$ cat config.mk
export PLATFORM = sky130hd
export DESIGN_NAME = bis_front_flat
export DESIGN_NICKNAME = d
export VERILOG_FILES = /design/src/hdl/bis_pkg.sv /design/src/hdl/bis_req_if.sv /design/src/hdl/bis_front.sv /design/src/flat_wrapper.sv
export SDC_FILE = /design/constraint.sdc
export NUM_CORES = 1
export LEC_CHECK = 0
export ABC_AREA = 1
export ABC_CLOCK_PERIOD_IN_PS = 3400
export BUFFER_PORTS_ARGS = -buffer_cell sky130_fd_sc_hd__buf_2
export CORE_UTILIZATION = 46
export DETAILED_ROUTE_END_ITERATION = 10
export GPL_TIMING_DRIVEN = 0
export PLACE_DENSITY = 0.85
export SETUP_SLACK_MARGIN = 0.5
export SYNTH_ARGS = -nofsm -noshare
export SYNTH_HDL_FRONTEND = slang
export SYNTH_SLANG_ARGS = --single-unit
$ cat constraint.sdc
create_clock -name vclk -period 3.4
set_input_delay 0 -clock vclk [all_inputs]
set_output_delay 0 -clock vclk [all_outputs]
set_load 0.01 [all_outputs]
$ cat src/hdl/bis_pkg.sv
package bis_pkg;

	localparam int DIM_W       = 8;
	localparam int CHAN_W      = 3;
	localparam int STRIDE_W    = DIM_W + CHAN_W;
	localparam int COORD_W     = 17;
	localparam int POS_W       = COORD_W - 1;
	localparam int ROW_W       = DIM_W + STRIDE_W;
	localparam int COL_W       = DIM_W + CHAN_W;
	localparam int SUM_W       = ROW_W + 1;
	localparam int VALUE_W     = 8;
	localparam int CFG_IDX_W   = 2;
	localparam int CFG_DATA_W  = 8;
	localparam int QUEUE_DEPTH = 2;

	localparam logic CMD_WRITE  = 1'b0;
	localparam logic CMD_SAMPLE = 1'b1;

	typedef enum logic [CFG_IDX_W-1:0] {
		REG_WIDTH    = 2'd0,
		REG_HEIGHT   = 2'd1,
		REG_CHANNELS = 2'd2
	} cfg_reg_t;

	typedef enum logic [1:0] {
		OP_WRITE  = 2'd0,
		OP_SAMPLE = 2'd1,
		OP_ZERO   = 2'd2
	} op_kind_t;

	typedef struct packed {
		logic [DIM_W-1:0]    width;
		logic [DIM_W-1:0]    height;
		logic [CHAN_W-1:0]   channels;
		logic [STRIDE_W-1:0] stride;
	} geom_t;

	typedef struct packed {
		op_kind_t           kind;
		logic [DIM_W-1:0]   x1;
		logic [DIM_W-1:0]   x2;
		logic [DIM_W-1:0]   y1;
		logic [DIM_W-1:0]   y2;
		logic [POS_W-1:0]   fx;
		logic [POS_W-1:0]   fy;
		logic [CHAN_W-1:0]  chan;
		logic [VALUE_W-1:0] value;
	} op_t;

	typedef struct packed {
		logic empty;
		logic full;
	} q_status_t;

	typedef struct packed {
		logic idle;
		logic emit;
	} back_status_t;

endpackage

$ cat src/hdl/bis_req_if.sv
interface bis_req_if
	import bis_pkg::*;
();
	logic                      valid;
	logic                      ready;
	logic                      command;
	logic signed [COORD_W-1:0] x_coord;
	logic signed [COORD_W-1:0] y_coord;
	logic [CHAN_W-1:0]         channel_select;
	logic [VALUE_W-1:0]        write_value;

	modport source (output valid, output command, output x_coord, output y_coord,
		output channel_select, output write_value, input ready);
	modport sink (input valid, input command, input x_coord, input y_coord,
		input channel_select, input write_value, output ready);
endinterface

$ cat src/hdl/bis_front.sv
module bis_front
	import bis_pkg::*;
#(
	parameter int FRACTION_BITS = 8
) (
	bis_req_if.sink req,
	input  geom_t   geom,
	input  logic    push_ready,
	output logic    push_valid,
	output op_t     push_op
);

	typedef struct packed {
		logic [DIM_W-1:0] pos;
		logic [DIM_W-1:0] nxt;
		logic [POS_W-1:0] frac;
	} axis_t;

	localparam logic [POS_W-1:0] FRAC_MASK = POS_W'((32'd1 << FRACTION_BITS) - 32'd1);

	// clamp to 0..last in whole pixels; at or past the last pixel the fraction drops
	function automatic axis_t clamp_axis(input logic signed [COORD_W-1:0] coord,
		input logic [DIM_W-1:0] last);
		logic [POS_W-1:0] mag;
		logic             over;
		axis_t            a;
		mag  = POS_W'(coord[POS_W-1:0] >> FRACTION_BITS);
		over = mag >= POS_W'(last);
		if (coord[COORD_W-1]) begin
			a.pos  = '0;
			a.frac = '0;
		end else if (over) begin
			a.pos  = last;
			a.frac = '0;
		end else begin
			a.pos  = mag[DIM_W-1:0];
			a.frac = coord[POS_W-1:0] & FRAC_MASK;
		end
		a.nxt = (a.pos == last) ? a.pos : a.pos + DIM_W'(1);
		return a;
	endfunction

	axis_t ax;
	axis_t ay;
	logic  bad_chan;

	always_comb begin
		ax       = clamp_axis(req.x_coord, geom.width - DIM_W'(1));
		ay       = clamp_axis(req.y_coord, geom.height - DIM_W'(1));
		bad_chan = req.channel_select >= geom.channels;

		push_op.x1    = ax.pos;
		push_op.x2    = ax.nxt;
		push_op.y1    = ay.pos;
		push_op.y2    = ay.nxt;
		push_op.fx    = ax.frac;
		push_op.fy    = ay.frac;
		push_op.chan  = req.channel_select;
		push_op.value = req.write_value;
		if (req.command == CMD_SAMPLE) begin
			push_op.kind = bad_chan ? OP_ZERO : OP_SAMPLE;
		end else begin
			push_op.kind = OP_WRITE;
		end

		// a write to a missing channel is taken and dropped here
		push_valid = req.valid && !(req.command == CMD_WRITE && bad_chan);
		req.ready  = push_ready;
	end

endmodule

$ cat src/flat_wrapper.sv
// flat-port wrapper written by rule: the top's interface ports become plain ports
module bis_front_flat import bis_pkg::*;
#(
	parameter int FRACTION_BITS = 8
)
  (geom, push_ready, push_valid, push_op, req_valid, req_command, req_x_coord, req_y_coord, req_channel_select, req_write_value, req_ready);
  bis_req_if req_i ();
  input  geom_t geom;
  input  logic push_ready;
  output logic push_valid;
  output op_t push_op;
  input wire logic [$bits(req_i.valid)-1:0] req_valid;
  input wire logic [$bits(req_i.command)-1:0] req_command;
  input wire logic [$bits(req_i.x_coord)-1:0] req_x_coord;
  input wire logic [$bits(req_i.y_coord)-1:0] req_y_coord;
  input wire logic [$bits(req_i.channel_select)-1:0] req_channel_select;
  input wire logic [$bits(req_i.write_value)-1:0] req_write_value;
  output wire logic [$bits(req_i.ready)-1:0] req_ready;
  assign req_i.valid = req_valid;
  assign req_i.command = req_command;
  assign req_i.x_coord = req_x_coord;
  assign req_i.y_coord = req_y_coord;
  assign req_i.channel_select = req_channel_select;
  assign req_i.write_value = req_write_value;
  assign req_ready = req_i.ready;
  bis_front #(.FRACTION_BITS(FRACTION_BITS)) u_core (.req(req_i), .geom(geom), .push_ready(push_ready), .push_valid(push_valid), .push_op(push_op));
endmodule
# Word-level counts from Yosys, hierarchy flattened
# Cells that the tools add are included.
[op_classes] addsub=4 n_lt_le_gt_ge=3 bitwise_logic=1 n_reduce_logical=3 n_eq_ne=2 muxes=12
[op_table] op="$mux 8" count=9
[op_table] op="$add 8x1->8 const B" count=2
[op_table] op="$eq 8x8->1" count=2
[op_table] op="$ge 8x8->1" count=2
[op_table] op="$mux 16" count=1
[op_table] op="$sub 8x1->8 const B" count=2
[op_table] op="$mux 2" count=2
[op_table] op="$ge 3x3->1" count=1
[op_table] op="$logic_and 1x1->1" count=2
[op_table] op="$logic_not 1->1" count=1
[op_table] op="$not 1->1" count=1
[word_totals] ff_bits=0 in_bits=78 elab_cells=25

# Longest topological paths before layout
[depth] depth_word=6 mapped_depth=25 depth_no_buf=25

# Least setup slack after synthesis
# Ideal clock, no wire load.
[synth_path] path_type="input port to output port" from="input port geom[23] in the netlist's numbering" to="output port push_op[63] in the netlist's numbering" arrival_ns=2.552 path_slack_ns=0.848 t_required_ns=3.400 path_buffers=1 path_stages=20 cell_sequence="nor2_2 > nand4_1 > nor2_1 > xor2_1 > inv_1 > ha_1 > nand2_1 > nor2_2 > nand3_2 > buf_6 > nand4_2 > nand2_1 > nor2_1 > ha_1 > inv_1 > nor2_1 > nand2_1 > xor2_1 > nand2_1 > nand2_1"
[synth_rtl] element="start, declared" line="flat_wrapper.sv:8" source="input geom_t geom;"
[synth_rtl] element="end, declared" line="flat_wrapper.sv:11" source="output op_t push_op;"

==> impl_metrics.py <==
metrics = {
    "timing": {
        "period_needed_ps": 3140,
        "final_hold_viol_count": 0,
        "rsz0062_at_grt": "yes",
        "maxSlewHeadroom_pct": 65.3,
        "setup_viol": 0,
        "min_period_over_period_pct": 92.3,
        "worstMarginPinSlew_ps": 520,
        "drv_slew": 0,
        "fmax_mhz": 319,
        "fin_setup_tns_ps": 0,
    },
    "critical_path": {
        "crit_path_start_kind": "input pin",
        "cp.required_ps": 3400,
        "endpoint_kind": "primary output",
        "worstPathArrival_ps": 3140,
        "critical-path-slowest-cell": "xor2_1",
        "cp-startpoint": "geom[25]",
        "crit_type": "input pin to primary output",
        "cp_slowest_stage_delay_ps": 300,
        "crit_cells": 24,
        "crit_path_frequent_cell": "nand2_1",
        "endpoint": "push_op[61]",
        "cp_cell_sequence": "buf_4 -> nor2_4 -> nand4_1 -> nor2_1 -> xor2_1 -> inv_2 -> ha_4 -> nand2_4 -> nor2_4 -> nand3_4 -> buf_6 -> buf_6 -> buf_4 -> nand4_1 -> nand2_1 -> nand2_1 -> nand2_1 -> inv_1 -> nand2_2 -> nor2_4 -> nand2_4 -> nand2_1 -> nand2_1 -> buf_2",
        "critPathTopFamily": "simple AND/OR/NAND/NOR gates",
        "crit_fanout": 8,
        "worst-path-buf-inv": 7,
    },
    "synthesis": {
        "yosys.area.top_type": "nand2_1",
        "yosys_warnings": 0,
        "synthCells": 492,
        "synthTopCellsByArea": "nand2_1 24%, inv_1 11%, nand3_1 9.4%",
        "ys_seq_area_share_pct": 0,
        "yosys-top-cells-count": "169 x nand2_1, 78 x inv_1, 49 x nand3_1",
        "syn_area_um2": 2600,
        "yosysMostFrequentCell": "nand2_1",
        "avgSynthCellArea_um2": 5.29,
        "synth.distinct_cells": 30,
        "synth_top_area_share_pct": 24.4,
    },
    "placement": {
        "dp.final_hpwl_um": 6240,
        "gp_congestion": 0.915,
        "portBuffers": 121,
    },
    "detailed_routing": {
        "viasPerCell": 5.33,
        "wl_per_cell_um": 13.6,
        "drc": 0,
        "num_vias": 3930,
        "detail_route.first_pass.iterations": 5,
        "antenna_left": 0,
        "wirelength_um": 10000,
        "drtIter0Drc": 320,
    },
    "global_route": {
        "antenna_found_initial": 0,
        "first_global_vias": 3095,
        "grt_use_total_pct": 25.0,
        "grt_first_pass_wirelength_um": 12800,
        "overflow": 0,
        "grt_max_degree": 11,
    },
    "floorplanning": {
        "die_x_um": 77.2,
        "ios": 157,
        "fp.dieH_um": 77.2,
        "design.core.area_um2": 5470,
        "dieArea_um2": 5970,
        "num_rows": 27,
        "initial_core_util_pct": 47.6,
    },
    "cells_and_area": {
        "multi_input_area_um2": 2220,
        "seq_area_um2": 0,
        "nFillCells": 452,
        "finalNetCount": 764,
        "drive_gt1_share_pct": 41.1,
        "diodes": 0,
        "clkbuf_count": 0,
        "fin_util_pct": 70.6,
        "seq_cells": 0,
        "synthToLayoutAreaGrowth_pct": 48.3,
    },
    "power": {
        "cellPowerDensity_nw_per_um2": 181,
        "p_leak_nw": 2.44,
        "peakVddDrop_mv": 0.103,
    },
    "hold_path": {
        "min_path_type": "input pin to primary output",
    },
    "run": {
        "max_cap_violations": 0,
    },
    "cts": {
        "hold_buffers": 0,
    },
    "run_status": {
        "status": "finished, final reports clean",
    },
}
[through the flow]
step	cell area [um^2]	hold slack [ps]	setup WS (ps)	std cells	power [mW]
floorplan	2660	91.8	848	507	0.391
global placement	3360	183	360	700	0.547
detailed placement	3360	184	268	700	0.564
CTS	3490	184	490	713	0.586
global route	3860	190	233	737	0.750
finish	3860	183	261	737	0.697
[how the worst min path moves through the flow]
stage                       start         end  slack, ps  cells past startpoint
2_1_floorplan  req_write_value[0]  push_op[0]         90                      1
3_3_place_gp   req_write_value[6]  push_op[6]        180                      2
3_5_place_dp   req_write_value[6]  push_op[6]        180                      2
4_1_cts        req_write_value[6]  push_op[6]        180                      2
5_1_grt        req_write_value[6]  push_op[6]        190                      2
6_report       req_write_value[0]  push_op[0]        180                      2
[report_power, final]
part	switching (mW)	internal, mW	total, mW
registers	0	0	0
clock network	0	0	0
logic	0.418	0.280	0.697
total	0.418	0.280	0.697
[repair_timing]
item	4_1_cts	5_1_grt
pin swaps	3	35
buffers inserted	13	23
cloned	0	1
resized for setup	9	55
setup endpoints to repair	4	16
[cells in the final DEF (no fill, tap or decap), types with 4 or more instances in the layout]
master   count
nor2_1      28
buf_2      116
conb_1      16
ha_1        16
nand3_1     47
xor2_1      10
inv_1       70
nand2_2     24
o21ai_0      4
buf_6       15
nor2_2      10
nor2_4      13
nand4_1     27
inv_2       10
buf_4       61
nand3_2      7
nand2_1    157
[metal layers]
metal	part of all wire [%]	routed length, um	GRT usage, %	vias to the layer above
met4	5.8	577	8.30	0
met5	0	0	0	-
met1	35	3500	27.1	1729
li1	-	-	-	1852
met3	8.8	885	1.67	71
met2	50	5060	50.0	278
[logic make-up after synthesis]
logic type / after synthesis / synth area share [%]
compound gates: 13 / 3.46
xor+xnor: 13 / 4.37
fa+ha+maj: 19 / 9.13
buf+inv: 122 / 23.0
other cells: 1 / 0.144
simple gates: 324 / 59.9
[final cells by class]
| class | count | share of cell area [%] |
|---|---|---|
| Buffer | 39 | 7.55 |
| Tap cell | 72 | 2.33 |
| Timing Repair Buffer | 157 | 24.4 |
| Multi-Input combinational cell | 386 | 57.6 |
| Inverter | 83 | 8.13 |
(Power assumes the default switching activity.)
