File: config.mk
export PLATFORM = sky130hd
export DESIGN_NAME = bis_queue
export DESIGN_NICKNAME = d
export VERILOG_FILES = /design/src/hdl/bis_pkg.sv /design/src/hdl/bis_queue.sv
export SDC_FILE = /design/constraint.sdc
export NUM_CORES = 1
export LEC_CHECK = 0
export BUFFER_PORTS_ARGS = -buffer_cell sky130_fd_sc_hd__buf_2
export CAP_MARGIN = 20
export CORE_MARGIN = 5
export CORE_UTILIZATION = 38
export CTS_BUF_LIST = sky130_fd_sc_hd__clkbuf_16
export DETAILED_ROUTE_END_ITERATION = 16
export PLACE_DENSITY = 0.64
export SLEW_MARGIN = 10
export SYNTH_ARGS = -nofsm -noshare
export SYNTH_HDL_FRONTEND = slang
export SYNTH_SLANG_ARGS = --single-unit
File: constraint.sdc
create_clock -name clk -period 6.3 [get_ports clk]
set_input_delay 0.315 -clock clk [delete_from_list [all_inputs] [get_ports clk]]
set_output_delay 0.315 -clock clk [all_outputs]
set_load 0.005 [all_outputs]
File: src/hdl/bis_pkg.sv
package bis_pkg;

	localparam int DIM_W       = 8;
	localparam int CHAN_W      = 3;
	localparam int STRIDE_W    = DIM_W + CHAN_W;
	localparam int COORD_W     = 17;
	localparam int POS_W       = COORD_W - 1;
	localparam int ROW_W       = DIM_W + STRIDE_W;
	localparam int COL_W       = DIM_W + CHAN_W;
	localparam int SUM_W       = ROW_W + 1;
	localparam int VALUE_W     = 8;
	localparam int CFG_IDX_W   = 2;
	localparam int CFG_DATA_W  = 8;
	localparam int QUEUE_DEPTH = 2;

	localparam logic CMD_WRITE  = 1'b0;
	localparam logic CMD_SAMPLE = 1'b1;

	typedef enum logic [CFG_IDX_W-1:0] {
		REG_WIDTH    = 2'd0,
		REG_HEIGHT   = 2'd1,
		REG_CHANNELS = 2'd2
	} cfg_reg_t;

	typedef enum logic [1:0] {
		OP_WRITE  = 2'd0,
		OP_SAMPLE = 2'd1,
		OP_ZERO   = 2'd2
	} op_kind_t;

	typedef struct packed {
		logic [DIM_W-1:0]    width;
		logic [DIM_W-1:0]    height;
		logic [CHAN_W-1:0]   channels;
		logic [STRIDE_W-1:0] stride;
	} geom_t;

	typedef struct packed {
		op_kind_t           kind;
		logic [DIM_W-1:0]   x1;
		logic [DIM_W-1:0]   x2;
		logic [DIM_W-1:0]   y1;
		logic [DIM_W-1:0]   y2;
		logic [POS_W-1:0]   fx;
		logic [POS_W-1:0]   fy;
		logic [CHAN_W-1:0]  chan;
		logic [VALUE_W-1:0] value;
	} op_t;

	typedef struct packed {
		logic empty;
		logic full;
	} q_status_t;

	typedef struct packed {
		logic idle;
		logic emit;
	} back_status_t;

endpackage

File: src/hdl/bis_queue.sv
module bis_queue
	import bis_pkg::*;
(
	input  logic      clk,
	input  logic      arst_n,
	input  logic      push_valid,
	input  op_t       push_op,
	output logic      push_ready,
	input  logic      pop,
	output op_t       pop_op,
	output q_status_t stat
);

	localparam int PTR_W = (QUEUE_DEPTH > 1) ? $clog2(QUEUE_DEPTH) : 1;
	localparam int CNT_W = $clog2(QUEUE_DEPTH + 1);

	op_t              entry_q [QUEUE_DEPTH];
	logic [PTR_W-1:0] wr_ptr_q;
	logic [PTR_W-1:0] rd_ptr_q;
	logic [CNT_W-1:0] count_q;
	logic             push;

	always_comb begin
		stat.empty = count_q == '0;
		stat.full  = count_q == CNT_W'(QUEUE_DEPTH);
		push_ready = !stat.full;
		push       = push_valid && push_ready;
		pop_op     = entry_q[rd_ptr_q];
	end

	always_ff @(posedge clk or negedge arst_n) begin
		if (!arst_n) begin
			wr_ptr_q <= '0;
			rd_ptr_q <= '0;
			count_q  <= '0;
		end else begin
			if (push) begin
				wr_ptr_q <= (wr_ptr_q == PTR_W'(QUEUE_DEPTH - 1)) ? '0 : wr_ptr_q + PTR_W'(1);
			end
			if (pop) begin
				rd_ptr_q <= (rd_ptr_q == PTR_W'(QUEUE_DEPTH - 1)) ? '0 : rd_ptr_q + PTR_W'(1);
			end
			case ({push, pop})
				2'b10:   count_q <= count_q + CNT_W'(1);
				2'b01:   count_q <= count_q - CNT_W'(1);
				default: count_q <= count_q;
			endcase
		end
	end

	always_ff @(posedge clk) begin
		if (push) begin
			entry_q[wr_ptr_q] <= push_op;
		end
	end

endmodule

* After elaboration in Yosys (flattened, before gate mapping)
Memory sizes are Yosys's and may differ from the RTL's. Cells that the tools add are included.
Storage, ports and cells: memories kept 1, output and inout bits 80, logic and storage cells 20, RAM bits 154, register bits 4
Cells by class: reduce and logical (&&, ||, !) cells 4, mux-type cells 5, add/sub/neg operators 4, eq/ne operators 3
Memory list:
- entry_q | depth 2, width 77, rd ports 1, clocked after memory_dff 0, wr ports 1, line bis_queue.sv:17 | op_t entry_q [QUEUE_DEPTH];
Operators by type and width (count):
- 2-bit equality test (second input constant) | 2
- 1-bit two-way mux | 4
- 2-bit case mux with 2 select lines | 1
- 1-bit adder (second input constant) | 2
- 2-bit by 1-bit adder with 2-bit output (second input constant) | 1
- 2-bit by 1-bit equality test with 1-bit output (second input constant) | 1
- 2-bit zero test | 1
- 2-bit nonzero test | 1
- 2-bit by 1-bit subtractor with 2-bit output (second input constant) | 1
- 1-bit logical AND | 1
- 1-bit zero test | 1

* Logic depth before layout (Yosys ltp)
Gate-level depths: netlist of run 1.
word-level depth 5, mapped depth 6

* Worst setup path before layout of run 1
No wires, ideal clock.
path kind register to register, from register count_q[0], to memory entry_q[0][0] in the netlist's numbering, enable pin, setup time 0.513 ns, cell stages (with the launch flop) 4, arrival 3.900 ns, setup slack 1.888 ns, clock period less this slack 4.412 ns, cell sequence dfrtp_1 nand2b_1 nand2_1 nor2_1
On the way: word-level cells in the longest chain between the ends 5
RTL lines:
- from (decl) | line bis_queue.sv:20 | logic [CNT_W-1:0] count_q;
- from (signal assigned) | line bis_queue.sv:44 | 2'b10: count_q <= count_q + CNT_W'(1);
- from (signal assigned) | line bis_queue.sv:45 | 2'b01: count_q <= count_q - CNT_W'(1);
- from (signal assigned) | line bis_queue.sv:46 | default: count_q <= count_q;
- 2-bit equality test | line bis_queue.sv:25 | stat.full = count_q == CNT_W'(QUEUE_DEPTH);
- 1-bit zero test | line bis_queue.sv:26 | push_ready = !stat.full;
- net push_ready | line bis_queue.sv:8 | output logic push_ready,
- 1-bit logical AND | line bis_queue.sv:27 | push = push_valid && push_ready;
- 1-bit two-way mux | line bis_queue.sv:52 | if (push) begin
- 1-bit two-way mux (not written as such) | line bis_queue.sv:53 | entry_q[wr_ptr_q] <= push_op;
- to (decl) | line bis_queue.sv:17
The timed path passes the listed nets, and every way through them passes these cells.

==> run_results.csv, run 1 <==
group,metric,value,unit
sta,rsz0062_at_grt,"no",
sta,post-route-period-util,37.57,%
place,place_hpwl,6.673,mm
place,dp.cells,598,
sta,fin_skew,0.005783,ns
setup_path,crit_path_start,"rd_ptr_q$_DFFE_PN0P_",
sta,hold_viol_final,0,
route,initialDrtViolationCount,93,
synthesis,synth_top_cell_by_area,"edfxtp_1",
sta,fin_crit,2.367,ns
floorplan,start_util,38.46,%
run_status,status,"completed",
setup_path,setup.worst_path.end_class,"primary output",
synthesis,syn_inst,257,
cts,cts_buffer_depth,2,
synthesis,ys_types,14,
route,wl_per_cell,16.17,microns
grt,grt_pass1_vias,3288,
place,io_buffer_count,160,
grt,grt_pass1_wl,16.24,mm
power_and_ir_drop,power.total,0.003463,W
route,vias,2902,
power_and_ir_drop,power_density,462.6,nW/um^2
setup_path,path_max_fanout,41,
route,met2WireLength,5.222,mm
floorplan,rows,45,
route,via_per_inst,4.592,
cells_and_area,drive_above_1_share,60.81,%
cts,cts_buffers,17,
route,top_layer_used,"met4",
cells_and_area,antenna_cells,0,
synthesis,synthesis.area,5824,sq um
floorplan,die-area,17900,sq um
sta,setup_viol,0,
cts,clock-sinks,158,
synthesis,synthTopCellsByArea,"edfxtp_1, mux2_2, mux2_4",
synthesis,synth_top_area_share,79.40,%
route,dr_wl_met3,736,microns
cts,cts_tree,"built",
setup_path,critPathArrivalTime,2.05,ns
grt,grt_use_total,11.71,%
cts,cts.htree.levels,4,
grt,antenna_found_initial,0,
setup_path,crit_required,5.98,ns
route,ant_nets,0,
place,gp_congestion,0.6711,
route,wl_met1,4.094,mm
setup_path,regToRegStartpoint,"count_q[0]$_DFFE_PN0P_",
floorplan,die_w,133.8,microns
grt,grt_max_degree,78,
route,first_pass_iters,4,
setup_path,r2r_slack,4.15,ns
cts,cts_root_buf,"clkbuf_16",
floorplan,dieHeight,133.8,microns
setup_path,critical_path_class,"reg2out",
floorplan,ioPinCount,161,
sta,tightest_slew,1.071,ns
floorplan,core,15150,sq um
cts,clkLatencyLatePin,0.41,ns
sta,maxSlewHeadroom,28.58,%
sta,final.setup.tns,0,ns
hold_path,hold_path.class,"in2reg",
grt,grt_overflow,0,
synthesis,yosysWarnings,0,
power_and_ir_drop,vdd_ir_drop_max,0.2209,mV
route,drc,0,
synthesis,synth-seq-cells,158,
setup_path,critPathLaunchType,"flop",
job,cap_viol_max_count,0,
hold_path,hold_start,"push_op[75]",
sta,maxSlewViolCount,0,
cts,clk_pin_slew,0.06,ns
cells_and_area,nNetsFinal,513,
sta,max_freq,422.5,MHz
synthesis,yosysSeqAreaShare,81.12,%
synthesis,syn_avg_cell_area,22.66,sq um
synthesis,synth_nets,339,
power_and_ir_drop,p_leak,2.880,nW
cells_and_area,final_cells,632,
cells_and_area,area_delta_synth_final,28.53,%
route,wirelength,10.22,mm
flip-flops by register name (all words and copies together), names as in the netlist:
signal	count
entry_q	154
count_q	2
rd_ptr_q	1
wr_ptr_q	1
where the power goes:
part	internal (W)	switching [W]
Sequential	0.00144	0.000112
Clock	0.000655	0.000376
Combinational	0.000483	0.000396
Total	0.00258	0.000884
cells by family after synthesis:
group,synth area share (%)
fa+ha+maj,0.2148
buf+inv,1.267
xor+xnor,0.7520
mux,16.18
flops,81.12
simple gates,0.4727
layout by cell type (no fill, tap or decap):
master,instances
buf_2,160
edfxtp_1,154
mux2_2,57
mux2_4,20
clkbuf_16,17
inv_1,5
bufinv_16,4
xnor2_1,3
dfrtp_1,3
nor2_1,2
xor2_1,2
clkinvlp_4,2
clkinv_4,2
clkinv_2,2
buf_16,2
nand2b_1,1
nand2_1,1
and3_4,1
nor2_4,1
ha_1,1
clkinv_1,1
dlygate4sd3_1,1
buf_4,1
dfrtp_4,1
per-stage QoR:
step / utilization, % / area, sq um / hold slack [ns] / setup slack [ns]
after floorplan: - / 5824 / 0.01941 / 1.888
after global placement: 44.99 / 6814 / 0.1247 / 4.175
after detailed placement: 45.17 / 6842 / 0.1273 / 4.154
after CTS: 49.24 / 7458 / 0.06888 / 3.845
after global routing: 49.43 / 7486 / 0.07011 / 3.799
final: 49.43 / 7486 / 0.09371 / 3.933
worst max-delay path: stages, from the launching register on:
cell     delay, ns
dfrtp_4       0.82
buf_16        0.31
mux2_2        0.37
buf_2         0.13
cell usage after synthesis, drive strengths merged:
| master | n |
|---|---|
| inv | 1 |
| buf | 9 |
| dfrtp | 4 |
| and3 | 1 |
| mux2 | 77 |
| xor2 | 2 |
| xnor2 | 3 |
| nand2 | 1 |
| edfxtp | 154 |
| ha | 1 |
| nor2 | 3 |
| nand2b | 1 |
per-layer routing:
| metal | track usage, % | vias to the layer above |
|---|---|---|
| met3 | 4.576 | 13 |
| li1 | - | 1364 |
| met4 | 4.971 | 0 |
| met1 | 13.18 | 1425 |
| met2 | 19.88 | 100 |
| met5 | 0 | - |
path summary, 6_finish.rpt:
| kind | to | cells past startpoint |
|---|---|---|
| setup / recovery | pop_op[5] | 3 |
| hold / removal | entry_q[0][75]$_DFFE_PP_ | 1 |
| min in group asynchronous | count_q[0]$_DFFE_PN0P_ | 2 |
| setup reg to reg | entry_q[0][54]$_DFFE_PP_ | 4 |
| hold reg to reg | count_q[1]$_DFFE_PN0P_ | 1 |
| max in group asynchronous | rd_ptr_q$_DFFE_PN0P_ | 2 |
cell type report:
cell class              instances  area, sq um
fillers                      1292         7660
flip-flops and latches        158         4728
multi-input cells              89         1039
repair buffers                164        873.3
clock buffers                  17        425.4
well taps                     188        235.2
clock inverters                15        181.4
inverters                       1        3.754
what timing repair did:
item                       in CTS  in global routing
hold buffers                    1                  0
setup endpoints to repair       0                  0
resized for setup               0                  0
hold endpoints to repair        4                  0
setup buffers                   0                  0
No activity file was read; power rests on OpenSTA's default activity.
==> run 2: changes to the inputs <==
==> constraint.sdc (replaced) <==
create_clock -name clk -period 2.3 [get_ports clk]
set_input_delay 0.115 -clock clk [delete_from_list [all_inputs] [get_ports clk]]
set_output_delay 0.115 -clock clk [all_outputs]
set_load 0.005 [all_outputs]
==> run 2 against run 1 <==
Critical path depth stayed put; first-iteration DRC count grew 94%; worst setup slack got worse by 3.8 ns; via count up 12%; critical endpoint is now pop_op[15].
==> run_results.csv, run 2 (synthesized netlist as in run 1, its figures left out) <==
group,metric,value,unit
setup_path,path_max_fanout,39,
sta,maxSlewViolCount,0,
cts,clk_pin_slew,0.06,ns
grt,grt_pass1_vias,3636,
setup_path,critPathBufInv,2,
cells_and_area,drive_above_1_share,52.46,%
cts,cts_root_buf,"clkbuf_16",
grt,grt_pass1_wl,18.47,mm
cells_and_area,final_cells,716,
place,dpl_cell_area,6924,sq um
grt,grt_max_degree,40,
setup_path,critical_path_class,"reg2out",
power_and_ir_drop,power_density,1165,nW/um^2
cts,clkLatencyLatePin,0.42,ns
route,wirelength,11.59,mm
setup_path,setup.worst_path.end_class,"primary output",
place,gp_congestion,0.7441,
cells_and_area,reg.largest.list,"entry_q: 154 flops, count_q: 2 flops",
sta,max_freq,465.8,MHz
setup_path,crit_path_max_incr_delay,0.79,ns
floorplan,rows,45,
setup_path,crit_required,2.18,ns
power_and_ir_drop,switchingPower,0.002503,W
cts,cts.htree.levels,4,
sta,hold_viol_final,0,
place,place_hpwl,7.368,mm
sta,final.setup.tns,0,ns
setup_path,crit_chain,"buf_4, mux2_2, buf_2",
place,io_buffer_count,160,
route,ant_nets,0,
job,cap_viol_max_count,0,
sta,setup_viol,0,
place,dp.cells,605,
cells_and_area,final_design_area_no_fill,8320,sq um
floorplan,ioPinCount,161,
sta,tightest_slew,0.5815,ns
grt,grt_overflow,0,
sta,fin_ws,0.1532,ns
route,via_per_inst,4.556,
floorplan,start_util,38.46,%
power_and_ir_drop,seqPwrFrac,43.7,%
run_status,status,"completed",
floorplan,die_w,133.8,microns
cells_and_area,area_delta_synth_final,42.86,%
floorplan,die-area,17900,sq um
grt,grt_use_total,13.51,%
cells_and_area,regMostFlops,"entry_q",
cells_and_area,layout_commonest_cell,"buf_2",
power_and_ir_drop,clkPwrFrac,29.3,%
hold_path,hold_path.class,"in2async",
route,wl_per_cell,16.19,microns
cells_and_area,final_cell_mix,"buf_2, edfxtp_1, dlygate4sd3_1",
setup_path,critPathArrivalTime,2.03,ns
sta,rsz0062_at_grt,"no",
route,first_pass_iters,4,
sta,maxSlewHeadroom,61.23,%
cts,cts_tree,"built",
floorplan,core,15150,sq um
cts,cts-resized-gates,0,
grt,grtUsageMet3,4.689,%
cells_and_area,antenna_cells,0,
grt,antenna_found_initial,0,
cells_and_area,nNetsFinal,597,
sta,fin_crit,2.147,ns
cells_and_area,largest_reg_flops,154,
cts,clock-sinks,158,
power_and_ir_drop,vdd_ir_drop_max,0.7223,mV
grt,use_met2,23.44,%
cts,cts_buffer_depth,2,
route,drc,0,
grt,gr-max-usage-layer,"met2",
setup_path,cp_top_family,"flip-flops",
setup_path,crit_slowest_cell,"dfrtp_4",
route,vias,3262,
sta,worst_hold_slack,0.03842,ns
cts,cts_buffers,17,
floorplan,dieHeight,133.8,microns
power_and_ir_drop,sw_frac_of_total,25.81,%
sta,fin_skew,0.01028,ns
power_and_ir_drop,p_int,0.007194,W
power_and_ir_drop,p_leak,3.227,nW
route,initialDrtViolationCount,180,
grt,met1_usage,15.28,%
sta,post-route-period-util,93.34,%
place,place_ws,0.5455,ns
power_and_ir_drop,combPwrFrac,27.0,%
setup_path,critPathLaunchType,"flop",
[run 2: cell count changes in the layout (fill, tap and decap cells not counted)]
cell / before / now
buf_16: 2 / 0
buf_4: 1 / 5
clkinv_4: 2 / 0
dlygate4sd3_1: 1 / 79
inv_1: 5 / 4
buf_12: 0 / 4
clkinvlp_4: 2 / 4
clkinv_2: 2 / 3
[run 2: worst register-to-register path, delay by kind of cell, from the launching register on]
family,cells,cell delay [ns]
buf+inv,1,0.28
simple gates,3,0.73
flops,1,0.42
[run 2: power by group through the flow]
stage	Combinational, W	Sequential [W]	Clock [W]
after floorplan	0.00163	0.00412	0
after global placement	0.00253	0.00429	0
after detailed placement	0.00257	0.00431	0
after CTS	0.00268	0.00426	0.00292
after global routing	0.00284	0.00432	0.00306
final	0.00262	0.00424	0.00284
[run 2: area by class of cell]
type | instances | area (sq um)
clock buffers | 17 | 425.4
clock inverters | 15 | 180.2
fillers | 1169 | 6825
inverters | 1 | 3.754
multi-input cells | 89 | 1039
flip-flops and latches | 158 | 4728
well taps | 188 | 235.2
repair buffers | 248 | 1709
[run 2: worst paths after layout]
| kind | slack [ns] | endpoint | start | cells past startpoint |
|---|---|---|---|---|
| setup / recovery | 0.15 | pop_op[15] | rd_ptr_q$_DFFE_PN0P_ | 3 |
| hold / removal | 0.04 | count_q[0]$_DFFE_PN0P_ | arst_n | 2 |
| max in group asynchronous | 2.12 | rd_ptr_q$_DFFE_PN0P_ | arst_n | 2 |
| setup reg to reg | 0.53 | entry_q[0][35]$_DFFE_PP_ | count_q[0]$_DFFE_PN0P_ | 4 |
| min in group clk | 0.08 | wr_ptr_q$_DFFE_PN0P_ | push_valid | 3 |
| hold reg to reg | 0.51 | count_q[1]$_DFFE_PN0P_ | count_q[1]$_DFFE_PN0P_ | 1 |
[run 2: timing repair]
action                                 CTS  global route
buffers inserted                         0             0
hold buffers                            79             0
endpoints found under the hold margin  159             0
[run 2: routing by layer]
| metal | vias to the layer above | routed length (microns) |
|---|---|---|
| met1 | 1592 | 4492 |
| met5 | - | 0 |
| met2 | 123 | 6120 |
| li1 | 1531 | - |
| met4 | 0 | 223 |
| met3 | 16 | 755 |
[run 2: per-stage QoR]
step / total power, W / util (%)
3_5_place_dp: 0.006879 / 45.72
6_report: 0.009697 / 54.94
3_3_place_gp: 0.006825 / 45.72
2_1_floorplan: 0.005752 / -
4_1_cts: 0.009853 / 54.94
5_1_grt: 0.01022 / 54.94
